**src/sv/ibpd_pkg.sv**
```systemverilog
// Shared constants, codes and types of the block pooling downsampler.
package ibpd_pkg;

   localparam int MAX_SOURCE_HEIGHT = 4096;
   localparam int MAX_FACTOR        = 16;
   localparam int PIXEL_BITS        = 24;

   localparam int ROW_BITS       = $clog2(MAX_SOURCE_HEIGHT);
   localparam int IN_BLOCK_BITS  = $clog2(MAX_FACTOR);
   localparam int SIZE_REG_BITS  = 13;
   localparam int FACTOR_REG_BITS = 5;
   localparam int MODE_BITS      = 2;
   localparam int OUT_INDEX_BITS = 12;
   localparam int ACC_BITS       = 32;
   localparam int DIV_BITS       = 2 * FACTOR_REG_BITS;
   localparam int DIV_STEP_BITS  = $clog2(ACC_BITS);
   localparam int CHECK_STEP_BITS = $clog2(SIZE_REG_BITS);

   localparam int CSR_ADDR_BITS = 5;
   localparam int CSR_DATA_BITS = 32;

   localparam int QUEUE_DEPTH    = 4;
   localparam int QUEUE_PTR_BITS = $clog2(QUEUE_DEPTH);

   localparam int RSP_DATA_BITS = 56;
   localparam int REQ_DATA_BITS = 24;

   localparam logic [MODE_BITS-1:0] MODE_SUM = 2'd0;
   localparam logic [MODE_BITS-1:0] MODE_AVG = 2'd1;
   localparam logic [MODE_BITS-1:0] MODE_MAX = 2'd2;

   localparam logic [2:0] REG_SOURCE_HEIGHT = 3'd0;
   localparam logic [2:0] REG_SOURCE_WIDTH  = 3'd1;
   localparam logic [2:0] REG_HEIGHT_FACTOR = 3'd2;
   localparam logic [2:0] REG_WIDTH_FACTOR  = 3'd3;
   localparam logic [2:0] REG_POOL_MODE     = 3'd4;

   typedef struct packed {
      logic [SIZE_REG_BITS-1:0]   source_height;
      logic [SIZE_REG_BITS-1:0]   source_width;
      logic [FACTOR_REG_BITS-1:0] height_factor;
      logic [FACTOR_REG_BITS-1:0] width_factor;
      logic [MODE_BITS-1:0]       pool_mode;
      logic                       ok;
      logic                       busy;
      logic                       restart;
   } cfg_type;

   typedef struct packed {
      logic [PIXEL_BITS-1:0]     pixel;
      logic [OUT_INDEX_BITS-1:0] column;
      logic [OUT_INDEX_BITS-1:0] row;
      logic                      first;
      logic                      emit;
      logic                      last;
      logic                      bad;
   } item_type;

   typedef enum logic [1:0] {
      BK_IDLE,
      BK_UPDATE,
      BK_DIVIDE,
      BK_OUTPUT
   } back_state_type;

endpackage

```
**src/sv/ibpd_front.sv**
```systemverilog
// Front end: accepts pixels, tracks the scan position and classifies each item.
module ibpd_front (
   input  logic                                 clock,
   input  logic                                 reset,
   input  ibpd_pkg::cfg_type                    cfg,
   input  logic                                 req_tvalid,
   output logic                                 req_tready,
   input  logic [ibpd_pkg::REQ_DATA_BITS-1:0]   req_tdata,
   input  logic                                 q_full,
   output logic                                 q_push,
   output ibpd_pkg::item_type                   q_item
);

   logic [ibpd_pkg::ROW_BITS-1:0]       src_row_ff, src_row_in, src_col_ff, src_col_in;
   logic [ibpd_pkg::IN_BLOCK_BITS-1:0]  rib_ff, rib_in, cib_ff, cib_in;
   logic [ibpd_pkg::OUT_INDEX_BITS-1:0] orc_ff, orc_in, occ_ff, occ_in;
   logic [ibpd_pkg::SIZE_REG_BITS-1:0]  row_next, col_next;
   logic [ibpd_pkg::FACTOR_REG_BITS-1:0] rib_next, cib_next;

   assign req_tready = !cfg.busy && !q_full;
   assign q_push     = req_tvalid && req_tready;

   always_comb begin
      q_item.pixel  = req_tdata[ibpd_pkg::PIXEL_BITS-1:0];
      q_item.column = occ_ff;
      q_item.row    = orc_ff;
      q_item.first  = rib_ff == '0 && cib_ff == '0;
      q_item.emit   = ibpd_pkg::FACTOR_REG_BITS'(rib_ff) == cfg.height_factor - 1'b1 &&
                      ibpd_pkg::FACTOR_REG_BITS'(cib_ff) == cfg.width_factor - 1'b1;
      q_item.last   = ibpd_pkg::SIZE_REG_BITS'(src_row_ff) == cfg.source_height - 1'b1 &&
                      ibpd_pkg::SIZE_REG_BITS'(src_col_ff) == cfg.source_width - 1'b1;
      q_item.bad    = !cfg.ok;
      if (!cfg.ok) begin
         q_item.pixel  = '0;
         q_item.column = '0;
         q_item.row    = '0;
         q_item.first  = 1'b0;
         q_item.emit   = 1'b0;
         q_item.last   = 1'b0;
      end
   end

   always_comb begin
      row_next   = ibpd_pkg::SIZE_REG_BITS'(src_row_ff) + 1'b1;
      col_next   = ibpd_pkg::SIZE_REG_BITS'(src_col_ff) + 1'b1;
      rib_next   = ibpd_pkg::FACTOR_REG_BITS'(rib_ff) + 1'b1;
      cib_next   = ibpd_pkg::FACTOR_REG_BITS'(cib_ff) + 1'b1;
      src_row_in = src_row_ff;
      src_col_in = src_col_ff;
      rib_in     = rib_ff;
      cib_in     = cib_ff;
      orc_in     = orc_ff;
      occ_in     = occ_ff;
      if (q_push && cfg.ok) begin
         src_row_in = row_next[ibpd_pkg::ROW_BITS-1:0];
         rib_in     = rib_next[ibpd_pkg::IN_BLOCK_BITS-1:0];
         if (rib_next >= cfg.height_factor) begin
            rib_in = '0;
            orc_in = orc_ff + 1'b1;
         end
         if (row_next >= cfg.source_height) begin
            // End of a source column: move to the next column.
            src_row_in = '0;
            rib_in     = '0;
            orc_in     = '0;
            src_col_in = col_next[ibpd_pkg::ROW_BITS-1:0];
            cib_in     = cib_next[ibpd_pkg::IN_BLOCK_BITS-1:0];
            if (cib_next >= cfg.width_factor) begin
               cib_in = '0;
               occ_in = occ_ff + 1'b1;
            end
            if (col_next >= cfg.source_width) begin
               src_col_in = '0;
               cib_in     = '0;
               occ_in     = '0;
            end
         end
      end
      if (cfg.restart) begin
         src_row_in = '0;
         src_col_in = '0;
         rib_in     = '0;
         cib_in     = '0;
         orc_in     = '0;
         occ_in     = '0;
      end
   end

   always_ff @(posedge clock) begin
      if (reset) begin
         src_row_ff <= '0;
         src_col_ff <= '0;
         rib_ff     <= '0;
         cib_ff     <= '0;
         orc_ff     <= '0;
         occ_ff     <= '0;
      end else begin
         src_row_ff <= src_row_in;
         src_col_ff <= src_col_in;
         rib_ff     <= rib_in;
         cib_ff     <= cib_in;
         orc_ff     <= orc_in;
         occ_ff     <= occ_in;
      end
   end

endmodule

```
**config.mk**
```make
export PLATFORM = sky130hd
export DESIGN_NAME = ibpd_front
export DESIGN_NICKNAME = d
export VERILOG_FILES = /design/src/sv/ibpd_pkg.sv /design/src/sv/ibpd_front.sv
export SDC_FILE = /design/constraint.sdc
export NUM_CORES = 1
export LEC_CHECK = 0
export ABC_AREA = 1
export BUFFER_PORTS_ARGS = -buffer_cell sky130_fd_sc_hd__buf_2
export CORE_ASPECT_RATIO = 1.5
export CORE_MARGIN = 2
export CORE_UTILIZATION = 35
export DETAILED_ROUTE_END_ITERATION = 12
export SKIP_LAST_GASP = 1
export SLEW_MARGIN = 20
export SYNTH_ARGS = -nofsm -noshare
export SYNTH_HDL_FRONTEND = slang
export SYNTH_SLANG_ARGS = --single-unit
```
**constraint.sdc**
```tcl
create_clock -name clock -period 8.22 [get_ports clock]
set_input_delay 1.233 -clock clock [delete_from_list [all_inputs] [get_ports clock]]
set_output_delay 1.233 -clock clock [all_outputs]
set_load 0.05 [all_outputs]
```
==> impl_metrics.py <==
metrics = {
    "status": {
        "outcome": "completed",
    },
    "global_route": {
        "globalRouteOverflowTotal": 0,
        "grt_max_degree": 53,
        "grt_use_total": 0.1829,
        "grt_pass1_vias": 5578,
        "grt_antenna_before_repair": 0,
        "grt_pass1_wl_um": 25670,
    },
    "synth": {
        "netlist_instances": 942,
        "syn_avg_cell_area_um2": 6.063,
        "yosys_warnings": 0,
        "yosysSeqAreaShare": 0.1963,
        "synth.cell_area_um2": 5712,
        "synth-seq-cells": 56,
        "synth_nets": 1059,
        "async_flop_share": 0,
        "synth_edf_count": 0,
        "synth_cell_types": 37,
        "synthFlopType": "dfxtp_1",
    },
    "placement": {
        "place_ws_ns": 3.758,
        "port-buffer-count": 120,
        "gp_congestion": 0.8456,
        "dp_hpwl_um": 12500,
        "dpl_cell_area_um2": 6447,
    },
    "hold_path": {
        "hold_depth": 2,
        "hp-class": "flop to flop",
        "min_from": "occ_ff[11]",
        "hold_path_end": "occ_ff[11]",
    },
    "sta": {
        "max_freq_mhz": 226.6,
        "max_slew_margin": 0.4153,
        "period_minus_slack_ns": 4.414,
        "grt_setup_unrepaired": "no",
        "setup_viol": 0,
        "fin_skew_ns": 0.009244,
        "worst_slack_ns": 3.806,
        "setup_tns_ns": 0,
        "slew_violations": 0,
        "fin_crit_sh": 0.5369,
        "tightestPinTransition_ns": 0.8770,
        "hold_viol_final": 0,
    },
    "finish": {
        "diodes": 0,
        "stdcell_area_um2": 6600,
        "syn_to_final_growth_pct": 15.55,
        "multi_input_area_um2": 3860,
        "drive_gt1_frac": 0.1721,
        "final_common_cell": "nand2_1",
        "seqCellArea_um2": 1121,
        "layout_common_cells": "nand2_1, inv_1, buf_2, nor2_1, nand3_1",
        "fin_nets": 1162,
        "fillers": 1845,
        "utilization": 0.4095,
    },
    "floorplanning": {
        "die_x_um": 108.3,
        "core_area_um2": 16120,
        "chipHeight_um": 160.5,
        "start_util": 0.3544,
        "die_area_um2": 17380,
        "row_count": 57,
        "num_io_pins": 123,
    },
    "setup_path": {
        "r2r-start": "src_row_ff[0]",
        "worst-endpoint-arrival_ns": 3.18,
        "start_kind": "input port",
        "crit_path_end_kind": "output port",
        "cp_max_fo": 52,
        "required_ns": 6.99,
        "timing.rr.end": "occ_ff[0]",
        "worstSetupPathType": "input port to output port",
        "r2r_slack_ns": 4.65,
        "reg2reg_depth": 18,
    },
    "clock_network": {
        "clk-insertion-delay-late_ns": 0.31,
        "cts_resized": 0,
        "htreeDepth": 2,
        "cts_buffers": 5,
        "cts.sinks": 56,
        "clk_path_buf_depth": 2,
        "clk_pin_slew_worst_paths_ns": 0.08,
        "ctsHoldBuffers": 0,
        "cts-root-buf": "clkbuf_16",
        "cts_tree": "yes",
        "post-cts-setup-buffer-count": 0,
    },
    "route": {
        "drt-pass1-iter-count": 4,
        "num_vias": 5853,
        "wire_per_inst_um": 12.42,
        "drc_errors": 0,
        "drt-initial-drc-count": 271,
        "viasPerCell": 4.675,
        "wl_um": 15550,
        "antenna_left": 0,
    },
    "job": {
        "cap_violations": 0,
    },
    "power": {
        "ir_worst_vdd_v": 0.00007528,
        "power_density_nw_per_um2": 96.19,
        "finalPower_uw": 634.9,
        "p_leak_uw": 0.003546,
    },
}
[worst max-delay path by stage]
stage                      to   start  depth (start not counted)  slack (ns)
floorplan           q_item[3]  cfg[2]                          4        3.73
detailed placement  q_item[1]  cfg[2]                         12        3.76
finish              q_item[1]  cfg[2]                         12        3.81
CTS                 q_item[1]  cfg[2]                         12        3.75
global placement    q_item[1]  cfg[2]                         12        3.74
global route        q_item[1]  cfg[2]                         12        3.48
[cell type report]
cell class / count / share of cell area
clock buffers: 6 / 0.02104
clock inverters: 2 / 0.002085
flip-flops and latches: 56 / 0.1699
well taps: 206 / 0.03905
repair buffers: 123 / 0.09441
inverters: 156 / 0.08872
multi-input cells: 703 / 0.5848
[through the flow]
stage / hold WS, ns / instances
2_1_floorplan: 0.4642 / 942
3_3_place_gp: 0.4829 / 1244
3_5_place_dp: 0.4904 / 1244
4_1_cts: 0.5014 / 1252
5_1_grt: 0.5274 / 1252
6_report: 0.4981 / 1252
[registers in the layout, indices dropped and copies added (netlist names)]
register and flops:
rib_ff 4, src_row_ff 12, cib_ff 4, orc_ff 12, src_col_ff 12, occ_ff 12
[cells by family (layout without fill, tap and decap cells)]
kind of cell | Yosys count | count (layout) | share of synthesized area
and+or+nand+nor | 509 | 509 | 0.3901
buffers and inverters | 183 | 287 | 0.1279
DFF | 56 | 56 | 0.1963
xor gates and xnor gates | 67 | 67 | 0.1027
AOI/OAI and AO/OA | 78 | 78 | 0.07601
adders and majority gates | 48 | 48 | 0.1051
muxes | 1 | 1 | 0.001753
[layer usage]
metal / global-route usage / vias to the layer above / share of wire / wire (um)
met5: 0 / - / 0 / 0
met2: 0.3662 / 113 / 0.55 / 8544
met1: 0.2004 / 2601 / 0.40 / 6248
met3: 0.01461 / 9 / 0.036 / 565
li1: - / 3130 / - / -
met4: 0.04545 / 0 / 0.012 / 192
[worst max-delay path: stages]
cell	delay, ns
buf_2	0.64
inv_1	0.14
nor2_1	0.18
nand3_1	0.09
nor2_1	0.09
nand2_1	0.07
nor2_1	0.09
nand3_1	0.10
nor2_1	0.11
nand3_1	0.07
nor2_1	0.09
buf_2	0.27
[cells in the mapped netlist, types with 2 or more instances]
| cell | n | area (um2) |
|---|---|---|
| a211oi_1 | 2 | 15.01 |
| a21oi_1 | 44 | 220.2 |
| a21oi_2 | 9 | 78.83 |
| buf_2 | 4 | 20.02 |
| buf_4 | 5 | 37.54 |
| clkbuf_1 | 15 | 56.30 |
| dfxtp_1 | 56 | 1121 |
| ha_1 | 48 | 600.6 |
| inv_1 | 150 | 563.0 |
| inv_2 | 6 | 22.52 |
| nand2_1 | 266 | 998.5 |
| nand2_2 | 13 | 81.33 |
| nand2_8 | 2 | 40.04 |
| nand3_1 | 74 | 370.4 |
| nand3_2 | 2 | 20.02 |
| nand4_1 | 17 | 106.4 |
| nor2_1 | 108 | 405.4 |
| nor2_2 | 9 | 56.30 |
| nor2_4 | 4 | 45.04 |
| nor3_1 | 7 | 35.03 |
| o21ai_0 | 20 | 100.1 |
| xnor2_1 | 14 | 122.6 |
| xor2_1 | 53 | 464.2 |
[where the power goes]
| group | internal, uW | switching (uW) | total [uW] | leakage, uW |
|---|---|---|---|---|
| Sequential | 271 | 0.517 | 272 | 0.000451 |
| Combinational | 40.8 | 89.6 | 130 | 0.00302 |
| Clock | 122 | 110 | 233 | 0.0000772 |
No activity file was read; power rests on OpenSTA's default activity.
