--- config.mk ---
export PLATFORM = sky130hd
export DESIGN_NAME = ibpd_regs
export DESIGN_NICKNAME = d
export VERILOG_FILES = /design/src/sv/ibpd_pkg.sv /design/src/sv/ibpd_regs.sv
export SDC_FILE = /design/constraint.sdc
export NUM_CORES = 1
export LEC_CHECK = 0
export ABC_AREA = 1
export BUFFER_PORTS_ARGS = -buffer_cell sky130_fd_sc_hd__clkbuf_2
export CORE_UTILIZATION = 46
export CTS_CLUSTER_DIAMETER = 40
export DETAILED_ROUTE_END_ITERATION = 12
export GPL_ROUTABILITY_DRIVEN = 0
export PLACE_DENSITY = 0.77
export SYNTH_ARGS = -nofsm -noshare
export SYNTH_HDL_FRONTEND = slang
export SYNTH_SLANG_ARGS = --single-unit
--- constraint.sdc ---
create_clock -name clock -period 2.2 [get_ports clock]
set_input_delay 0.44 -clock clock [delete_from_list [all_inputs] [get_ports clock]]
set_output_delay 0.44 -clock clock [all_outputs]
set_load 0.05 [all_outputs]
--- src/sv/ibpd_pkg.sv ---
// Shared constants, codes and types of the block pooling downsampler.
package ibpd_pkg;

   localparam int MAX_SOURCE_HEIGHT = 4096;
   localparam int MAX_FACTOR        = 16;
   localparam int PIXEL_BITS        = 24;

   localparam int ROW_BITS       = $clog2(MAX_SOURCE_HEIGHT);
   localparam int IN_BLOCK_BITS  = $clog2(MAX_FACTOR);
   localparam int SIZE_REG_BITS  = 13;
   localparam int FACTOR_REG_BITS = 5;
   localparam int MODE_BITS      = 2;
   localparam int OUT_INDEX_BITS = 12;
   localparam int ACC_BITS       = 32;
   localparam int DIV_BITS       = 2 * FACTOR_REG_BITS;
   localparam int DIV_STEP_BITS  = $clog2(ACC_BITS);
   localparam int CHECK_STEP_BITS = $clog2(SIZE_REG_BITS);

   localparam int CSR_ADDR_BITS = 5;
   localparam int CSR_DATA_BITS = 32;

   localparam int QUEUE_DEPTH    = 4;
   localparam int QUEUE_PTR_BITS = $clog2(QUEUE_DEPTH);

   localparam int RSP_DATA_BITS = 56;
   localparam int REQ_DATA_BITS = 24;

   localparam logic [MODE_BITS-1:0] MODE_SUM = 2'd0;
   localparam logic [MODE_BITS-1:0] MODE_AVG = 2'd1;
   localparam logic [MODE_BITS-1:0] MODE_MAX = 2'd2;

   localparam logic [2:0] REG_SOURCE_HEIGHT = 3'd0;
   localparam logic [2:0] REG_SOURCE_WIDTH  = 3'd1;
   localparam logic [2:0] REG_HEIGHT_FACTOR = 3'd2;
   localparam logic [2:0] REG_WIDTH_FACTOR  = 3'd3;
   localparam logic [2:0] REG_POOL_MODE     = 3'd4;

   typedef struct packed {
      logic [SIZE_REG_BITS-1:0]   source_height;
      logic [SIZE_REG_BITS-1:0]   source_width;
      logic [FACTOR_REG_BITS-1:0] height_factor;
      logic [FACTOR_REG_BITS-1:0] width_factor;
      logic [MODE_BITS-1:0]       pool_mode;
      logic                       ok;
      logic                       busy;
      logic                       restart;
   } cfg_type;

   typedef struct packed {
      logic [PIXEL_BITS-1:0]     pixel;
      logic [OUT_INDEX_BITS-1:0] column;
      logic [OUT_INDEX_BITS-1:0] row;
      logic                      first;
      logic                      emit;
      logic                      last;
      logic                      bad;
   } item_type;

   typedef enum logic [1:0] {
      BK_IDLE,
      BK_UPDATE,
      BK_DIVIDE,
      BK_OUTPUT
   } back_state_type;

endpackage

--- src/sv/ibpd_regs.sv ---
// Configuration registers, register read-back and the divisibility check.
module ibpd_regs (
   input  logic                                 clock,
   input  logic                                 reset,
   input  logic                                 csr_psel,
   input  logic                                 csr_penable,
   input  logic                                 csr_pwrite,
   input  logic [ibpd_pkg::CSR_ADDR_BITS-1:0]   csr_paddr,
   input  logic [ibpd_pkg::CSR_DATA_BITS-1:0]   csr_pwdata,
   output logic [ibpd_pkg::CSR_DATA_BITS-1:0]   csr_prdata,
   output logic                                 csr_pready,
   output ibpd_pkg::cfg_type                    cfg
);

   logic [ibpd_pkg::SIZE_REG_BITS-1:0]   height_ff, width_ff;
   logic [ibpd_pkg::FACTOR_REG_BITS-1:0] hfac_ff, wfac_ff;
   logic [ibpd_pkg::MODE_BITS-1:0]       mode_ff;
   logic                                 ok_ff, ok_in;
   logic                                 busy_ff, busy_in;
   logic [ibpd_pkg::CHECK_STEP_BITS-1:0] step_ff, step_in;
   logic [ibpd_pkg::FACTOR_REG_BITS-1:0] rem_h_ff, rem_h_in, rem_w_ff, rem_w_in;
   logic [ibpd_pkg::FACTOR_REG_BITS:0]   shift_h, shift_w;
   logic [2:0]                           index;
   logic                                 wr, hit;
   logic                                 range_ok;

   assign csr_pready = 1'b1;
   assign index = csr_paddr[4:2];
   assign wr    = csr_psel && csr_penable && csr_pwrite;
   assign hit   = wr && (index == ibpd_pkg::REG_SOURCE_HEIGHT ||
                         index == ibpd_pkg::REG_SOURCE_WIDTH  ||
                         index == ibpd_pkg::REG_HEIGHT_FACTOR ||
                         index == ibpd_pkg::REG_WIDTH_FACTOR  ||
                         index == ibpd_pkg::REG_POOL_MODE);

   always_ff @(posedge clock) begin
      if (reset) begin
         height_ff <= ibpd_pkg::SIZE_REG_BITS'(1);
         width_ff  <= ibpd_pkg::SIZE_REG_BITS'(1);
         hfac_ff   <= ibpd_pkg::FACTOR_REG_BITS'(1);
         wfac_ff   <= ibpd_pkg::FACTOR_REG_BITS'(1);
         mode_ff   <= ibpd_pkg::MODE_SUM;
      end else if (wr) begin
         case (index)
            ibpd_pkg::REG_SOURCE_HEIGHT: height_ff <= csr_pwdata[ibpd_pkg::SIZE_REG_BITS-1:0];
            ibpd_pkg::REG_SOURCE_WIDTH:  width_ff  <= csr_pwdata[ibpd_pkg::SIZE_REG_BITS-1:0];
            ibpd_pkg::REG_HEIGHT_FACTOR: hfac_ff   <= csr_pwdata[ibpd_pkg::FACTOR_REG_BITS-1:0];
            ibpd_pkg::REG_WIDTH_FACTOR:  wfac_ff   <= csr_pwdata[ibpd_pkg::FACTOR_REG_BITS-1:0];
            ibpd_pkg::REG_POOL_MODE:     mode_ff   <= csr_pwdata[ibpd_pkg::MODE_BITS-1:0];
            default: ;
         endcase
      end
   end

   always_comb begin
      case (index)
         ibpd_pkg::REG_SOURCE_HEIGHT: csr_prdata = ibpd_pkg::CSR_DATA_BITS'(height_ff);
         ibpd_pkg::REG_SOURCE_WIDTH:  csr_prdata = ibpd_pkg::CSR_DATA_BITS'(width_ff);
         ibpd_pkg::REG_HEIGHT_FACTOR: csr_prdata = ibpd_pkg::CSR_DATA_BITS'(hfac_ff);
         ibpd_pkg::REG_WIDTH_FACTOR:  csr_prdata = ibpd_pkg::CSR_DATA_BITS'(wfac_ff);
         ibpd_pkg::REG_POOL_MODE:     csr_prdata = ibpd_pkg::CSR_DATA_BITS'(mode_ff);
         default:                     csr_prdata = '0;
      endcase
   end

   // Both sizes are reduced modulo their factors one bit per cycle, MSB first.
   assign range_ok =
      height_ff != '0 && height_ff <= ibpd_pkg::SIZE_REG_BITS'(ibpd_pkg::MAX_SOURCE_HEIGHT) &&
      width_ff  != '0 && width_ff  <= ibpd_pkg::SIZE_REG_BITS'(ibpd_pkg::MAX_SOURCE_HEIGHT) &&
      hfac_ff   != '0 && hfac_ff   <= ibpd_pkg::FACTOR_REG_BITS'(ibpd_pkg::MAX_FACTOR) &&
      wfac_ff   != '0 && wfac_ff   <= ibpd_pkg::FACTOR_REG_BITS'(ibpd_pkg::MAX_FACTOR);

   always_comb begin
      shift_h  = {rem_h_ff, height_ff[step_ff]};
      shift_w  = {rem_w_ff, width_ff[step_ff]};
      rem_h_in = shift_h[ibpd_pkg::FACTOR_REG_BITS-1:0];
      rem_w_in = shift_w[ibpd_pkg::FACTOR_REG_BITS-1:0];
      if (shift_h >= {1'b0, hfac_ff}) begin
         rem_h_in = ibpd_pkg::FACTOR_REG_BITS'(shift_h - {1'b0, hfac_ff});
      end
      if (shift_w >= {1'b0, wfac_ff}) begin
         rem_w_in = ibpd_pkg::FACTOR_REG_BITS'(shift_w - {1'b0, wfac_ff});
      end
      ok_in   = ok_ff;
      busy_in = busy_ff;
      step_in = step_ff;
      if (busy_ff) begin
         step_in = step_ff - 1'b1;
         if (step_ff == '0) begin
            busy_in = 1'b0;
            ok_in   = range_ok && rem_h_in == '0 && rem_w_in == '0;
         end
      end
      if (hit) begin
         busy_in  = 1'b1;
         step_in  = ibpd_pkg::CHECK_STEP_BITS'(ibpd_pkg::SIZE_REG_BITS - 1);
         rem_h_in = '0;
         rem_w_in = '0;
      end
   end

   always_ff @(posedge clock) begin
      if (reset) begin
         ok_ff    <= 1'b1;
         busy_ff  <= 1'b0;
         step_ff  <= '0;
         rem_h_ff <= '0;
         rem_w_ff <= '0;
      end else begin
         ok_ff    <= ok_in;
         busy_ff  <= busy_in;
         step_ff  <= step_in;
         rem_h_ff <= rem_h_in;
         rem_w_ff <= rem_w_in;
      end
   end

   always_comb begin
      cfg.source_height = height_ff;
      cfg.source_width  = width_ff;
      cfg.height_factor = hfac_ff;
      cfg.width_factor  = wfac_ff;
      cfg.pool_mode     = mode_ff;
      cfg.ok            = ok_ff;
      cfg.busy          = busy_ff;
      cfg.restart       = hit;
   end

endmodule

==> results.toml, run 1 <==
[outcome]
status = "finished with violations"
violations = "negative setup slack"

[placement]
pre_cts_ws_ns = -0.524
post-dp-hpwl_um = 7290
io_buffers = 74

[critical_path]
reg2regPathDepth = 23
critPathMaxFanout = 7
reg2reg_to = "ok_ff"
critPathArrivalTime_ns = 2.85
slowest_delay_ns = 0.41
required_ns = 2.41
r2r-start = "step_ff[0]"
critPathKind = "reg2reg"
cp_cell_sequence = "buf_12, clkinv_8, nand2_1, nand3_2, nand2_1, nand2_1, nand2_2, a21oi_2, ha_2, fa_2, inv_2, nand2_1, nand2_2, nand3_4, nand2_4, buf_4, nand3_2, nand2_2, nor2_2, nand2_1, nor2_1, nand2_1, nand2_1"
critPathTopFamily = "simple AND/OR/NAND/NOR gates"
crit_path_end_kind = "register"
worst-path-buf-inv = 4
crit_top_cell = "nand2_1"
reg2reg_setup_slack_ns = -0.45
crit_slowest_cell = "dfxtp_4"
critPathLaunchType = "register"

[yosys]
netlist_top_cells_area = "dfxtp_1, nand2_1, a21oi_1"
yosysMostFrequentCell = "nand2_1"
synth_warnings = 0
async_flop_share = 0
avgSynthCellArea_um2 = 6.63
synth_edf_count = 0
seq_area_frac_synth = 0.323
netlist_top_cells_count = "nand2_1, inv_1, dfxtp_1, a21oi_1, nor2_1"
syn_inst = 504
synth_top_area_frac = 0.323
syn_area_um2 = 3340
ys_ff_latch = 54
synth_top_flop_cell = "dfxtp_1"
synthDistinctLibCells = 35
yosysTopAreaCell = "dfxtp_1"

[hold_path]
min_path_cells = 3
hold_path.class = "in2reg"
holdPathEnd = "width_ff[9]"
worstHoldStart = "csr_pwdata[9]"

[cts]
clock_sinks = 54
htree_levels = 2
root_buffer = "clkbuf_8"
cts_buffers = 5
tritoncts = "yes"
clkSlewWorstSetupHoldPaths_ns = 0.11
clock_latency_ns = 0.31
clock_path_buffers = 2

[die]
core_um2 = 6910
die_x_um = 87.2
start_util = 0.484
die_h_um = 87.2
ios = 116
fp.dieArea_um2 = 7610
rows = 30

[global_route]
grt_max_degree = 38
busiest_layer = "met2"
use_met3 = 0.0332
grt-ovfl-total = 0
met2_usage = 0.438
grt_pass1_vias = 3406
grt_pass1_wl_um = 15300
antenna_found_initial = 0
grtUsageMet1 = 0.343
grt_usage = 0.260

[drt]
routed_wl_um = 10300
drt_iter0_drc = 235
first_pass_iters = 5
wl_per_cell_um = 13.7
viasPerCell = 5.07
vias = 3809
route.detailed.drc = 0
route.antenna.remaining_nets = 0

[job]
cap_viol_max_count = 0

[sta]
rsz0062_at_grt = "true"
skew_ns = 0.0123
clock.fmax_mhz = 378
worst_slack_ns = -0.446
setup_viol = 11
period_needed_ns = 2.65
drv_slew = 0
whs_ns = 0.401
post-route-period-util = 1.20
hold_viol_final = 0

[layout]
nets = 709
syn_to_final_growth_pct = 41.9
layout-drive-gt1-share = 0.424
n_antenna_cell = 0

[power_and_ir_drop]
pwr_density_cell_nw_per_um2 = 874
p_leak_nw = 2.34
worst_ir_drop_vdd_mv = 0.585
[repair_timing]
item | CTS | global route
pin swaps | 27 | 23
endpoints found under the setup margin | 11 | 14
gates cloned | 1 | 0
hold buffers | 0 | 0
gates resized for setup | 51 | 33
setup buffers | 11 | 2
[how the worst max path moves through the flow]
stage | end | from | cells after the start | slack (ns)
6_report | ok_ff | step_ff[0] | 23 | -0.45
5_1_grt | ok_ff | step_ff[0] | 23 | -0.60
4_1_cts | ok_ff | step_ff[0] | 22 | -0.32
3_5_place_dp | ok_ff | step_ff[0] | 22 | -0.52
3_3_place_gp | ok_ff | step_ff[0] | 22 | -0.46
2_1_floorplan | ok_ff | height_ff[12] | 18 | -0.22
[sequential cells by signal, summed over array words and instances (netlist names)]
signal and count:
height_ff 13, width_ff 13, hfac_ff 5, rem_h_ff 5, rem_w_ff 5, wfac_ff 5, step_ff 4, mode_ff 2
busy_ff 1, ok_ff 1
[tightest hold or removal path: stages]
cell	delay [ns]
clkbuf_2	0.09
o21ai_1	0.06
a21oi_1	0.10
[cell usage in the layout, fill, tap and decap left out, drive strengths merged]
master | Yosys | routed
nand2 | 114 | 114
buf | 33 | 87
clkbuf | 4 | 80
inv | 72 | 72
dfxtp | 54 | 54
a21oi | 53 | 53
nor2 | 45 | 45
o21ai | 45 | 45
nand3 | 38 | 38
conb | 2 | 20
ha | 11 | 11
o22ai | 9 | 9
or2 | 5 | 5
nor3 | 5 | 5
a221oi | 2 | 2
nand4 | 2 | 2
xor2 | 2 | 2
xnor2 | 2 | 2
fa | 2 | 2
clkinv | 0 | 1
nand3b | 1 | 1
a21o | 1 | 1
o21a | 1 | 1
o211ai | 1 | 1
clkinvlp | 0 | 1
bufinv | 0 | 1
[report_power, final]
part	internal, mW	switching [mW]	leakage, nW	total [mW]
combinational	0.966	1.37	1.84	2.34
sequential	1.06	0.0670	0.449	1.13
clock	0.340	0.335	0.0514	0.675
[area by class of cell]
class / instances / area, um^2
sequential: 54 / 1120
multi-input combinational: 359 / 2040
timing repair inverter: 1 / 8.76
clock buffer: 6 / 72.6
clock inverter: 2 / 37.5
timing repair buffer: 161 / 1060
inverter: 72 / 288
tap: 96 / 120
fill: 566 / 2170
[metal layers]
| metal | routed length (um) | vias to the layer above |
|---|---|---|
| met1 | 4520 | 1745 |
| met3 | 650 | 26 |
| met4 | 265 | 0 |
| met5 | 0 | - |
| li1 | - | 1886 |
| met2 | 4850 | 152 |
[stage by stage]
stage	TNS [ns]	total power, mW	std cells	util	area, um^2
2_1_floorplan	-0.219	2.33	522	-	3440
3_3_place_gp	-2.30	2.73	729	0.613	4230
3_5_place_dp	-3.01	2.77	729	0.613	4230
4_1_cts	-1.59	3.81	749	0.664	4590
5_1_grt	-4.29	4.38	751	0.686	4740
6_report	-2.84	4.14	751	0.686	4740
[cell families (layout without fill, tap and decap cells)]
kind of cell / count (synthesis) / in the layout / share of synthesized area
buffers and inverters: 109 / 242 / 0.156
flip-flops: 54 / 54 / 0.323
other: 2 / 20 / 0.00225
AND/OR/NAND/NOR: 210 / 210 / 0.279
adder cells (fa/ha/maj): 13 / 13 / 0.0532
AO/OA/AOI/OAI: 112 / 112 / 0.176
XOR/XNOR: 4 / 4 / 0.0105
Power figures use the tool's default switching activity.
==> run 2: changes to the inputs <==
--- a/config.mk
+++ b/config.mk
@@ -11,6 +11,7 @@
 export CTS_CLUSTER_DIAMETER = 40
 export DETAILED_ROUTE_END_ITERATION = 12
 export GPL_ROUTABILITY_DRIVEN = 0
+export GPL_TIMING_DRIVEN = 0
 export PLACE_DENSITY = 0.77
 export SYNTH_ARGS = -nofsm -noshare
 export SYNTH_HDL_FRONTEND = slang
==> run 2 against run 1 <==
Effect of this change: die area did not move; setup slack improved by 0.061 ns; sequential power barely moved; largest power group unchanged; critical endpoint unchanged; sequential share of layout area rose by 2.1 points; via count fell by 2.7%; the run still ends with negative setup slack left; power fell by 12%; flip-flop and latch count did not move; maximum frequency rose by 2.4%; routed wire length fell by 5.0%; clock skew fell by 0.0072 ns.
==> results.toml, run 2 (synthesis results as in run 1) <==
[outcome]
status = "finished with violations"
violations = "negative setup slack"

[global_route]
grt_usage = 0.259
grt_pass1_wl_um = 15200
grt_max_degree = 15
grt_pass1_vias = 3288
grt-ovfl-total = 0
antenna_found_initial = 0

[cts]
tritoncts = "yes"
clock_latency_ns = 0.31
clock_path_buffers = 2
clkSlewWorstSetupHoldPaths_ns = 0.09
root_buffer = "clkbuf_8"
cts_buffers = 5
clock_sinks = 54
htree_levels = 2

[hold_path]
hold_path.class = "in2reg"

[critical_path]
required_ns = 2.46
critPathTopFamily = "simple AND/OR/NAND/NOR gates"
critPathLaunchType = "register"
critPathArrivalTime_ns = 2.84
worst-path-buf-inv = 3
crit_path_end_kind = "register"
crit_slowest_cell = "dfxtp_4"
slowest_delay_ns = 0.38
critPathKind = "reg2reg"
critPathMaxFanout = 8
crit_top_cell = "nand2_1"
cp_cell_sequence = "inv_6, buf_8, nand2_1, nand3_1, nand2_1, nand2_1, nand2_2, a21oi_2, ha_2, inv_2, fa_2, nand2_2, nand2_4, nand3_4, nand2_8, nand2_4, nand2_2, nor2_2, nand3_1, nor2_1, nand2_1, nand2_1"

[layout]
layout_common_cells = "nand2_1, clkbuf_2, inv_1, a21oi_1, buf_4"
fillers = 675
seq_area_um2 = 1110
nets = 675
syn_to_final_growth_pct = 30.0
layout-drive-gt1-share = 0.360
reg.largest.list = "height_ff: 13 flops, width_ff: 13 flops"
multiInputGateArea_um2 = 1970
n_antenna_cell = 0
final_common_cell = "nand2_1"

[placement]
post-dp-hpwl_um = 7330
io_buffers = 74
pre_cts_ws_ns = -0.639

[drt]
first_pass_iters = 6
route.detailed.drc = 0
drt_iter0_drc = 249
routed_wl_um = 9760
vias = 3705
wl_per_cell_um = 13.6
viasPerCell = 5.17
route.antenna.remaining_nets = 0

[sta]
tightest_slew_ns = 0.556
skew_ns = 0.00511
rsz0062_at_grt = "true"
period_needed_ns = 2.58
slew_headroom = 0.629
setup_viol = 10
hold_viol_final = 0
worst_slack_ns = -0.385
clock.fmax_mhz = 387
drv_slew = 0
post-route-period-util = 1.17

[job]
cap_viol_max_count = 0

[die]
die_h_um = 87.2
core_um2 = 6910
start_util = 0.484
fp.dieArea_um2 = 7610
rows = 30
ios = 116
die_x_um = 87.2

[power_and_ir_drop]
p_leak_nw = 2.14
worst_ir_drop_vdd_mv = 0.458
pwr_density_cell_nw_per_um2 = 838
design_power_total_mw = 3.64
==> run 2: worst paths after layout <==
| kind | from | end | slack (ns) | cells past startpoint |
|---|---|---|---|---|
| setup / recovery | step_ff[0] | ok_ff | -0.38 | 22 |
| hold / removal | reset | step_ff[2] | 0.39 | 2 |
| setup reg to reg | step_ff[0] | ok_ff | -0.38 | 22 |
| hold reg to reg | ok_ff | ok_ff | 0.49 | 2 |
==> run 2: repair_timing <==
item,CTS,global route
gates resized for setup,38,37
setup buffers,14,3
endpoints found under the setup margin,13,22
pin swaps,17,18
endpoints found under the hold margin,0,0
hold buffers,0,0
==> run 2: final cells by class <==
| cell class | instances | share of cell area |
|---|---|---|
| repair buffers | 91 | 0.119 |
| flip-flops and latches | 54 | 0.257 |
| inverters | 72 | 0.0651 |
| clock buffers | 7 | 0.0176 |
| multi-input cells | 359 | 0.453 |
| plain buffers | 37 | 0.0616 |
| well taps | 96 | 0.0276 |
==> run 2: layer usage <==
metal  part of all wire  wire length (um)  GRT usage  vias to the layer above
met2               0.47              4590      0.440                      192
li1                   -                 -          -                     1825
met1               0.43              4210      0.334                     1663
met5                  0                 0          0                        -
met3              0.073               714     0.0398                       25
met4              0.025               247     0.0954                        0
==> run 2: per-stage QoR <==
stage	TNS (ns)	instance area, um^2	util	hold slack, ns	std cells
final	-1.40	4340	0.629	0.392	716
after global routing	-3.29	4340	0.629	0.408	716
after CTS	-1.08	4230	0.612	0.389	713
after detailed placement	-3.60	3930	0.569	0.463	692
after global placement	-3.14	3930	0.569	0.467	692
after floorplan	-0.219	3440	-	0.435	522
==> run 2: power breakdown <==
group          switching [mW]  internal (mW)  total, mW
combinational            1.21          0.769       1.97
clock                   0.317          0.221      0.538
sequential             0.0661           1.06       1.13
total                    1.59           2.05       3.64
