**config.mk**
```make
export PLATFORM = sky130hd
export DESIGN_NAME = ibpd_fifo
export DESIGN_NICKNAME = d
export VERILOG_FILES = /design/src/sv/ibpd_pkg.sv /design/src/sv/ibpd_fifo.sv
export SDC_FILE = /design/constraint.sdc
export NUM_CORES = 1
export LEC_CHECK = 0
export BUFFER_PORTS_ARGS = -buffer_cell sky130_fd_sc_hd__clkbuf_2
export CAP_MARGIN = 5
export CORE_ASPECT_RATIO = 0.75
export CORE_MARGIN = 5
export CORE_UTILIZATION = 57
export DETAILED_ROUTE_END_ITERATION = 8
export GPL_ROUTABILITY_DRIVEN = 0
export PLACE_DENSITY = 0.79
export REMOVE_ABC_BUFFERS = 1
export SLEW_MARGIN = 20
export SYNTH_ARGS = -nofsm -noshare
export SYNTH_HDL_FRONTEND = slang
export SYNTH_SLANG_ARGS = --single-unit
```
**constraint.sdc**
```tcl
create_clock -name clock -period 3.35 [get_ports clock]
set_input_delay 0.1675 -clock clock [delete_from_list [all_inputs] [get_ports clock]]
set_output_delay 0.1675 -clock clock [all_outputs]
set_load 0.005 [all_outputs]
```
**src/sv/ibpd_pkg.sv**
```systemverilog
// Shared constants, codes and types of the block pooling downsampler.
package ibpd_pkg;

   localparam int MAX_SOURCE_HEIGHT = 4096;
   localparam int MAX_FACTOR        = 16;
   localparam int PIXEL_BITS        = 24;

   localparam int ROW_BITS       = $clog2(MAX_SOURCE_HEIGHT);
   localparam int IN_BLOCK_BITS  = $clog2(MAX_FACTOR);
   localparam int SIZE_REG_BITS  = 13;
   localparam int FACTOR_REG_BITS = 5;
   localparam int MODE_BITS      = 2;
   localparam int OUT_INDEX_BITS = 12;
   localparam int ACC_BITS       = 32;
   localparam int DIV_BITS       = 2 * FACTOR_REG_BITS;
   localparam int DIV_STEP_BITS  = $clog2(ACC_BITS);
   localparam int CHECK_STEP_BITS = $clog2(SIZE_REG_BITS);

   localparam int CSR_ADDR_BITS = 5;
   localparam int CSR_DATA_BITS = 32;

   localparam int QUEUE_DEPTH    = 4;
   localparam int QUEUE_PTR_BITS = $clog2(QUEUE_DEPTH);

   localparam int RSP_DATA_BITS = 56;
   localparam int REQ_DATA_BITS = 24;

   localparam logic [MODE_BITS-1:0] MODE_SUM = 2'd0;
   localparam logic [MODE_BITS-1:0] MODE_AVG = 2'd1;
   localparam logic [MODE_BITS-1:0] MODE_MAX = 2'd2;

   localparam logic [2:0] REG_SOURCE_HEIGHT = 3'd0;
   localparam logic [2:0] REG_SOURCE_WIDTH  = 3'd1;
   localparam logic [2:0] REG_HEIGHT_FACTOR = 3'd2;
   localparam logic [2:0] REG_WIDTH_FACTOR  = 3'd3;
   localparam logic [2:0] REG_POOL_MODE     = 3'd4;

   typedef struct packed {
      logic [SIZE_REG_BITS-1:0]   source_height;
      logic [SIZE_REG_BITS-1:0]   source_width;
      logic [FACTOR_REG_BITS-1:0] height_factor;
      logic [FACTOR_REG_BITS-1:0] width_factor;
      logic [MODE_BITS-1:0]       pool_mode;
      logic                       ok;
      logic                       busy;
      logic                       restart;
   } cfg_type;

   typedef struct packed {
      logic [PIXEL_BITS-1:0]     pixel;
      logic [OUT_INDEX_BITS-1:0] column;
      logic [OUT_INDEX_BITS-1:0] row;
      logic                      first;
      logic                      emit;
      logic                      last;
      logic                      bad;
   } item_type;

   typedef enum logic [1:0] {
      BK_IDLE,
      BK_UPDATE,
      BK_DIVIDE,
      BK_OUTPUT
   } back_state_type;

endpackage

```
**src/sv/ibpd_fifo.sv**
```systemverilog
// Short item queue between the front end and the pooling engine.
module ibpd_fifo (
   input  logic                clock,
   input  logic                reset,
   input  logic                push,
   input  ibpd_pkg::item_type  push_item,
   input  logic                pop,
   output ibpd_pkg::item_type  head_item,
   output logic                full,
   output logic                empty
);

   ibpd_pkg::item_type                 slot_ff [ibpd_pkg::QUEUE_DEPTH];
   logic [ibpd_pkg::QUEUE_PTR_BITS-1:0] wr_ptr_ff, rd_ptr_ff;
   logic [ibpd_pkg::QUEUE_PTR_BITS:0]   count_ff;
   logic                                do_push, do_pop;

   assign full      = count_ff == (ibpd_pkg::QUEUE_PTR_BITS+1)'(ibpd_pkg::QUEUE_DEPTH);
   assign empty     = count_ff == '0;
   assign do_push   = push && !full;
   assign do_pop    = pop && !empty;
   assign head_item = slot_ff[rd_ptr_ff];

   always_ff @(posedge clock) begin
      if (do_push) begin
         slot_ff[wr_ptr_ff] <= push_item;
      end
   end

   always_ff @(posedge clock) begin
      if (reset) begin
         wr_ptr_ff <= '0;
         rd_ptr_ff <= '0;
         count_ff  <= '0;
      end else begin
         if (do_push) begin
            wr_ptr_ff <= wr_ptr_ff + 1'b1;
         end
         if (do_pop) begin
            rd_ptr_ff <= rd_ptr_ff + 1'b1;
         end
         if (do_push && !do_pop) begin
            count_ff <= count_ff + 1'b1;
         end else if (do_pop && !do_push) begin
            count_ff <= count_ff - 1'b1;
         end
      end
   end

endmodule

```
==> impl_metrics.csv, run 1 <==
group,metric,value,unit
run_status,status,"complete, no violations",
die,core_area,13750,µm²
clock_tree,htreeDepth,1,
pwr,peakVddDrop,0.0007473,V
yosys,synth_top_area_frac,0.7781,
worst_setup_path,r2r_cells,8,
clock_tree,cts_root_buf,"clkbuf_16",
layout,most-common-layout-cells,"edfxtp_1 (208), clkbuf_2 (109), dlygate4sd3_1 (53), mux4_2 (52), clkbuf_16 (21)",
drt,drt-wirelength-per-cell,21.55,µm
timing,rsz0062_at_grt,"no",
worst_setup_path,end_kind,"output pin",
die,die_w,147.0,µm
global_routing,track_usage,0.1845,
die,die_area,16580,µm²
clock_tree,clock_path_buffers,3,
layout,diodes,0,
worst_setup_path,crit_required,3180,ps
hold_path,holdPathStages,4,
timing,worst_pin_slew,827.0,ps
run,max_cap_viol_count,0,
global_routing,grt_antenna_before_repair,0,
global_routing,grt_pass1_vias,4175,
layout,nNetsFinal,562,
drt,drc,0,
global_routing,grt_overflow,0,
drt,drt-initial-drc-count,264,
yosys,synth.distinct_cells,23,
clock_tree,clkTransAtPathRegs,60,ps
worst_setup_path,crit_type,"register to output pin",
yosys,netlist_instances,320,
timing,fin_crit_sh,0.7080,
clock_tree,cts_inserted_buffers,21,
layout,layout-drive-gt1-share,0.4078,
yosys,synth_area_per_cell,25.09,µm²
hold_path,min_from,"pop",
yosys,synth-async-reset-ratio,0,
yosys,syn_area,8028,µm²
timing,slew_headroom,0.4487,
die,io_pins,110,
clock_tree,clk_latency,490,ps
yosys,yosysTopAreaCell,"edfxtp_1",
worst_setup_path,worst_ep_arrival_time,2200,ps
layout,mostFrequentLayoutCell,"edfxtp_1",
yosys,yosysWarnings,0,
timing,min_period,2372,ps
clock_tree,cts_sinks,217,
drt,vias,3851,
yosys,yosysSeqAreaShare,0.8005,
global_routing,grt_pass1_wl,23600,µm
clock_tree,post-cts-setup-buffers,0,
yosys,ys_seq_elements,217,
timing,skew,14.08,ps
place,io_buffers,109,
worst_setup_path,start_kind,"register",
worst_setup_path,r2r_slack,1160,ps
pwr,p_per_area,717.1,nW/µm²
timing,drv_slew,0,
timing,finalSetupViolations,0,
yosys,ys.flop_type,"edfxtp_1",
hold_path,holdCritPathClass,"input pin to register",
timing,max_freq,421.6,MHz
drt,routed_wl,14870,µm
worst_setup_path,r2r-start,"count_ff[0]$_SDFFE_PP0P_",
worst_setup_path,r2r-end,"count_ff[2]$_SDFFE_PP0P_",
global_routing,grt_start_max_net_pins,53,
yosys,synth_top_cells_by_area,"edfxtp_1 (78%), mux4_2 (15%), dfxtp_1 (2.2%), buf_12 (1.2%), ha_1 (0.78%)",
die,die_h,112.8,µm
die,rows,37,
worst_setup_path,crit_path_max_fanout,24,
pwr,finalPower,7120,µW
hold_path,whs_endpoint,"rd_ptr_ff[0]$_SDFFE_PP0P_",
clock_tree,cts_resized,0,
pwr,p_leak,0.003436,µW
yosys,synth-edff-count,208,
drt,postRouteAntennaNets,0,
timing,setup-tns-final,0,ps
place,dp_hpwl,8688,µm
timing,hold_violations,0,
drt,viasPerCell,5.581,
die,start_util,0.5839,
drt,first_pass_iters,4,
clock_tree,ctsHoldBuffers,53,
clock_tree,cts_tree,"done",
layout,syn2layout_area_growth,23.69,%
-- report_power, final --
group / internal [µW] / leakage [µW] / switching, µW
logic: 820 / 0.00114 / 735
registers: 3270 / 0.00198 / 112
clock network: 1230 / 0.000317 / 956
-- how the worst max path moves through the flow --
stage | to | start | depth (start not counted) | slack (ps)
floorplan | head_item[0] | register | 1 | 280
global placement | slot_ff[2][22]$_DFFE_PP_ | count_ff[0]$_SDFFE_PP0P_ | 4 | 1230
detailed placement | count_ff[2]$_SDFFE_PP0P_ | count_ff[0]$_SDFFE_PP0P_ | 8 | 1150
CTS | head_item[31] | register | 3 | 940
global route | head_item[31] | register | 3 | 880
finish | head_item[31] | register | 3 | 980
-- per-stage QoR --
| stage | hold WS (ps) | area, µm² | worst slack [ps] | util | instances |
|---|---|---|---|---|---|
| after detailed placement | 388.1 | 8756 | 1147 | 0.6368 | 599 |
| after floorplan | 236.6 | 7884 | 276.5 | - | 307 |
| after CTS | 47.46 | 9930 | 943.0 | 0.7222 | 690 |
| after global routing | 79.35 | 9930 | 880.8 | 0.7222 | 690 |
| final | 71.05 | 9930 | 978.2 | 0.7222 | 690 |
| after global placement | 381.4 | 8756 | 1233 | 0.6368 | 599 |
-- worst max-delay path, stage by stage (launching register included) --
cell and delay (ps):
dfxtp_2 760, buf_4 380, mux4_2 390, clkbuf_2 140
-- sequential cells by signal (all words and copies together), names as in the netlist, named ones only --
name / flops
count_ff: 3
rd_ptr_ff: 2
wr_ptr_ff: 2
slot_ff: 208
-- cell type report --
type	instances	area, µm²
sequential	217	6431
fill	787	3820
multi-input combinational	86	1448
timing repair buffer	170	1174
clock buffer	21	525.5
tap	175	219.0
clock inverter	17	117.6
inverter	4	15.01
-- cell usage after synthesis (2+ instances only) --
cell type,instances
edfxtp_1,208
mux4_2,52
dfxtp_1,9
inv_1,4
mux2i_1,2
and2_1,4
xor2_1,4
nand2b_1,2
a21oi_1,2
buf_2,5
nor2_1,5
or3_1,2
clkbuf_1,2
buf_12,5
o21ai_0,2
ha_1,5
-- layer usage --
layer | vias up | track usage | part of all wire
met5 | - | 0 | 0
met4 | 0 | 0.03973 | 0.019
met2 | 157 | 0.2961 | 0.48
met1 | 1949 | 0.2647 | 0.43
li1 | 1718 | - | -
met3 | 27 | 0.04564 | 0.074
-- cells by family (layout without fill, tap and decap cells) --
| logic type | after synthesis | in the layout | synth area share |
|---|---|---|---|
| AOI/OAI and AO/OA | 6 | 6 | 0.005143 |
| xor gates and xnor gates | 4 | 4 | 0.004364 |
| adders and majority gates | 6 | 6 | 0.01029 |
| buffers and inverters | 17 | 212 | 0.01979 |
| DFF | 217 | 217 | 0.8005 |
| muxes | 54 | 54 | 0.1484 |
| and+or+nand+nor | 16 | 16 | 0.01153 |
Power figures use the tool's default switching activity.
==> run 2, diff against run 1 <==
==> constraint.sdc (replaced) <==
create_clock -name clock -period 2.4 [get_ports clock]
set_input_delay 0.12 -clock clock [delete_from_list [all_inputs] [get_ports clock]]
set_output_delay 0.12 -clock clock [all_outputs]
set_load 0.005 [all_outputs]
==> impl_metrics.csv, run 2 (synthesis gave the netlist of run 1 again) <==
group,metric,value,unit
pwr,p_leak,0.003483,µW
drt,postRouteAntennaNets,0,
hold_path,min_from,"push",
timing,max_freq,457.4,MHz
timing,fin_crit_sh,0.9110,
timing,drv_slew,0,
drt,first_pass_iters,4,
drt,highest_layer,"met4",
worst_setup_path,end_kind,"register",
clock_tree,clkTransAtPathRegs,60,ps
layout,layout-drive-gt1-share,0.4104,
global_routing,track_usage,0.1857,
worst_setup_path,start_kind,"register",
layout,largest_reg_flops,208,
layout,nNetsFinal,567,
timing,min_period,2186,ps
timing,setup_ws,213.6,ps
timing,worst_pin_slew,409.6,ps
drt,routed_wl,15130,µm
timing,skew,9.265,ps
layout,fillers,800,
global_routing,grt_overflow,0,
timing,fin_worst_hold_slack,23.55,ps
drt,drt-wirelength-per-cell,21.80,µm
clock_tree,cts_root_buf,"clkbuf_16",
global_routing,grt_antenna_before_repair,0,
place,io_buffers,109,
clock_tree,cts_tree,"done",
worst_setup_path,crit_path_max_fanout,6,
drt,wl_met2,7311,µm
pwr,peakVddDrop,0.0008226,V
clock_tree,post-cts-setup-buffers,0,
die,die_area,16580,µm²
worst_setup_path,worst_ep_arrival_time,2590,ps
layout,syn2layout_area_growth,25.12,%
drt,drc,0,
global_routing,grt_pass1_vias,4298,
die,start_util,0.5839,
worst_setup_path,crit_type,"register to register",
clock_tree,htreeDepth,1,
layout,utilization,0.7305,
clock_tree,clk_latency,480,ps
die,die_w,147.0,µm
clock_tree,cts_resized,0,
place,dp_hpwl,9227,µm
drt,viasPerCell,5.624,
timing,hold_violations,0,
layout,regMostFlops,"slot_ff",
clock_tree,clock_path_buffers,3,
pwr,p_per_area,1005,nW/µm²
timing,slew_headroom,0.7269,
hold_path,holdCritPathClass,"input pin to register",
die,die_h,112.8,µm
layout,final_area,10040,µm²
worst_setup_path,r2r-start,"count_ff[0]$_SDFFE_PP0P_",
layout,reg_top3,"slot_ff x208, count_ff x3",
worst_setup_path,critPathLaunch,"count_ff[0]$_SDFFE_PP0P_",
timing,rsz0062_at_grt,"no",
layout,most-common-layout-cells,"edfxtp_1 (208), clkbuf_2 (109), dlygate4sd3_1 (53), mux4_2 (52), clkbuf_16 (21)",
run_status,status,"complete, no violations",
drt,wl_met1,6724,µm
layout,mostFrequentLayoutCell,"edfxtp_1",
place,placed_cell_area,8856,µm²
clock_tree,cts_sinks,217,
global_routing,grt_pass1_wl,23780,µm
worst_setup_path,crit_required,2800,ps
layout,diodes,0,
place,pre_cts_ws,227.9,ps
clock_tree,cts_inserted_buffers,21,
global_routing,grt_start_max_net_pins,47,
timing,finalSetupViolations,0,
drt,vias,3903,
run,max_cap_viol_count,0,
drt,drt-initial-drc-count,313,
die,io_pins,110,
drt,wl_met3,869,µm
die,rows,37,
die,core_area,13750,µm²
[run 2: cell count changes in the layout (fill, tap and decap cells not counted), sizes merged]
cell	delta
clkbuf	+7
clkinv	-6
buf	+5
inv	-2
bufinv	+1
clkinvlp	-1
[run 2: worst max-delay path, cell delays in order, from the launching register on]
cell,delay (ps)
dfxtp_1,490
nor3b_2,130
nor2_2,210
ha_1,230
inv_1,60
fa_1,370
xor2_1,160
or3_1,320
a21oi_1,160
[run 2: path summary, 6_finish.rpt]
path	end	slack, ps	cells after the start
max	count_ff[2]$_SDFFE_PP0P_	210	8
min	wr_ptr_ff[0]$_SDFFE_PP0P_	20	4
max reg2reg	count_ff[2]$_SDFFE_PP0P_	210	8
min reg2reg	wr_ptr_ff[1]$_SDFFE_PP0P_	520	2
[run 2: per-layer routing]
layer  up-vias  GRT usage
met2       117     0.3022
met3        23    0.04323
met4         0    0.03662
li1       1725          -
met1      2038     0.2660
met5         -          0
[run 2: area by class of cell]
class                      instances  area (µm²)  area share
timing repair buffer             175        1274      0.1268
sequential                       217        6431      0.6403
multi-input combinational         86        1448      0.1441
tap                              175       219.0     0.02180
clock inverter                     9       96.34    0.009591
inverter                           4       15.01    0.001495
clock buffer                      28       561.8     0.05593
[run 2: metrics by stage]
step | instances | setup TNS [ps] | total power [µW]
final | 694 | 0 | 10090
after global routing | 694 | 0 | 10580
after CTS | 694 | 0 | 10230
after detailed placement | 604 | 0 | 7012
after global placement | 604 | 0 | 6936
after floorplan | 307 | -37190 | 6049
[run 2: power breakdown]
part	total [µW]	internal, µW	leakage (µW)	switching [µW]
combinational	2190	1200	0.00118	992
sequential	4760	4560	0.00198	206
clock	3140	1860	0.000323	1280
total	10100	7620	0.00348	2480
[run 2: what timing repair did]
| action | CTS | global route |
|---|---|---|
| hold buffers | 53 | 0 |
| endpoints found under the hold margin | 216 | 0 |
| setup endpoints to repair | 0 | 0 |
==> run 3, diff against run 2 <==
--- a/config.mk
+++ b/config.mk
@@ -5,14 +5,13 @@
 export SDC_FILE = /design/constraint.sdc
 export NUM_CORES = 1
 export LEC_CHECK = 0
-export BUFFER_PORTS_ARGS = -buffer_cell sky130_fd_sc_hd__clkbuf_2
-export CAP_MARGIN = 5
 export CORE_ASPECT_RATIO = 0.75
 export CORE_MARGIN = 5
-export CORE_UTILIZATION = 57
+export CORE_UTILIZATION = 62
 export DETAILED_ROUTE_END_ITERATION = 8
+export DONT_BUFFER_PORTS = 1
 export GPL_ROUTABILITY_DRIVEN = 0
-export PLACE_DENSITY = 0.79
+export PLACE_DENSITY = 0.78
 export REMOVE_ABC_BUFFERS = 1
 export SLEW_MARGIN = 20
 export SYNTH_ARGS = -nofsm -noshare
==> impl_metrics.csv, run 3 (synthesis gave the netlist of run 1 again) <==
group,metric,value,unit
global_routing,grt_pass1_wl,21510,µm
layout,nNetsFinal,457,
pwr,p_per_area,992.9,nW/µm²
timing,rsz0062_at_grt,"no",
die,io_pins,110,
global_routing,grt_pass1_vias,3688,
drt,viasPerCell,5.903,
clock_tree,cts_resized,0,
run,max_cap_viol_count,0,
die,die_w,141.4,µm
clock_tree,cts_root_buf,"clkbuf_16",
die,start_util,0.6253,
place,io_buffers,0,
drt,postRouteAntennaNets,0,
layout,layout-drive-gt1-share,0.2383,
layout,reg_top3,"slot_ff x208, count_ff x3",
layout,fillers,720,
worst_setup_path,worst_ep_arrival_time,2650,ps
global_routing,grt_antenna_before_repair,0,
hold_path,holdCritPathClass,"input pin to register",
timing,max_freq,444.5,MHz
die,rows,36,
layout,mostFrequentLayoutCell,"edfxtp_1",
layout,utilization,0.7304,
pwr,p_leak,0.002978,µW
die,die_area,15350,µm²
global_routing,grt_overflow,0,
worst_setup_path,start_kind,"register",
layout,largest_reg_flops,208,
timing,setup-tns-final,0,ps
place,dp_hpwl,7808,µm
layout,diodes,0,
die,die_h,108.5,µm
timing,drv_slew,0,
timing,min_period,2250,ps
die,core_area,12840,µm²
layout,syn2layout_area_growth,16.80,%
worst_setup_path,crit_path_max_fanout,6,
timing,fin_crit_sh,0.9374,
clock_tree,cts_tree,"done",
clock_tree,htreeDepth,1,
global_routing,track_usage,0.1853,
worst_setup_path,crit_required,2800,ps
run_status,status,"complete, no violations",
timing,worst_pin_slew,480.7,ps
drt,drc,0,
clock_tree,clkTransAtPathRegs,60,ps
clock_tree,clock_path_buffers,3,
global_routing,grt_start_max_net_pins,53,
timing,slew_headroom,0.6795,
layout,most-common-layout-cells,"edfxtp_1 (208), dlygate4sd3_1 (56), mux4_2 (52), clkbuf_16 (21), dfxtp_1 (7)",
timing,skew,5.730,ps
drt,routed_wl,13750,µm
drt,drt-initial-drc-count,251,
drt,first_pass_iters,4,
layout,regMostFlops,"slot_ff",
drt,vias,3412,
timing,finalSetupViolations,0,
drt,drt-wirelength-per-cell,23.78,µm
pwr,peakVddDrop,0.0007321,V
clock_tree,clk_latency,480,ps
worst_setup_path,crit_type,"register to register",
timing,hold_violations,0,
clock_tree,cts_sinks,217,
clock_tree,cts_inserted_buffers,20,
worst_setup_path,end_kind,"register",
run 3: cell types whose count changed in the layout (fill, tap and decap cells not counted):
cell / previous run / this run
clkbuf_2: 109 / 0
buf_12: 8 / 4
clkinv_1: 1 / 4
dlygate4sd3_1: 53 / 56
bufinv_16: 2 / 0
clkbuf_1: 6 / 4
buf_4: 5 / 6
clkbuf_8: 1 / 0
clkinv_2: 5 / 4
run 3: what timing repair did:
action | 4_1_cts | 5_1_grt
buffers inserted | 0 | 0
hold buffers | 56 | 0
hold endpoints to repair | 217 | 0
run 3: per-layer routing:
layer	wire, µm	GRT usage	share of wire	vias to the layer above
met5	0	0	0	-
met4	240	0.04178	0.017	0
met1	5705	0.2508	0.42	1762
met3	962	0.05570	0.070	23
li1	-	-	-	1505
met2	6836	0.3056	0.50	122
run 3: report_power, final:
part	leakage [µW]	switching (µW)	internal, µW
sequential	0.00198	177	4560
combinational	0.000711	870	890
clock	0.000286	1220	1590
run 3: area by class of cell:
type,count,area [µm²],area share
inverter,4,15.01,0.001601
multi-input combinational,86,1448,0.1544
clock buffer,25,540.5,0.05765
tap,171,214.0,0.02282
clock inverter,9,42.54,0.004537
timing repair buffer,66,685.7,0.07313
sequential,217,6431,0.6859
run 3: worst max-delay path: stages (launching register included):
cell,delay (ps)
dfxtp_1,490
nor3b_2,130
nor2_2,250
ha_1,240
inv_1,60
fa_1,370
xor2_1,160
or3_1,310
a21oi_1,160
run 3: through the flow:
stage                     instance area, µm²  hold WS, ps  instances  setup WS [ps]  total power [µW]
after CTS                               9376        320.3        578          142.8              9444
final                                   9376        346.0        578          150.2              9310
after global placement                  8233        186.2        488          319.9              6455
after global routing                    9376        334.9        578          15.80              9743
after floorplan                         7884        189.1        307         -626.0              6049
after detailed placement                8233        188.0        488          160.9              6511
run 3: worst paths after layout:
check	startpoint	end	slack (ps)	depth (start not counted)
setup / recovery	count_ff[0]$_SDFFE_PP0P_	count_ff[2]$_SDFFE_PP0P_	150	8
hold / removal	push_item[18]	slot_ff[3][18]$_DFFE_PP_	350	1
setup reg to reg	count_ff[0]$_SDFFE_PP0P_	count_ff[2]$_SDFFE_PP0P_	150	8
hold reg to reg	wr_ptr_ff[1]$_SDFFE_PP0P_	wr_ptr_ff[1]$_SDFFE_PP0P_	520	2
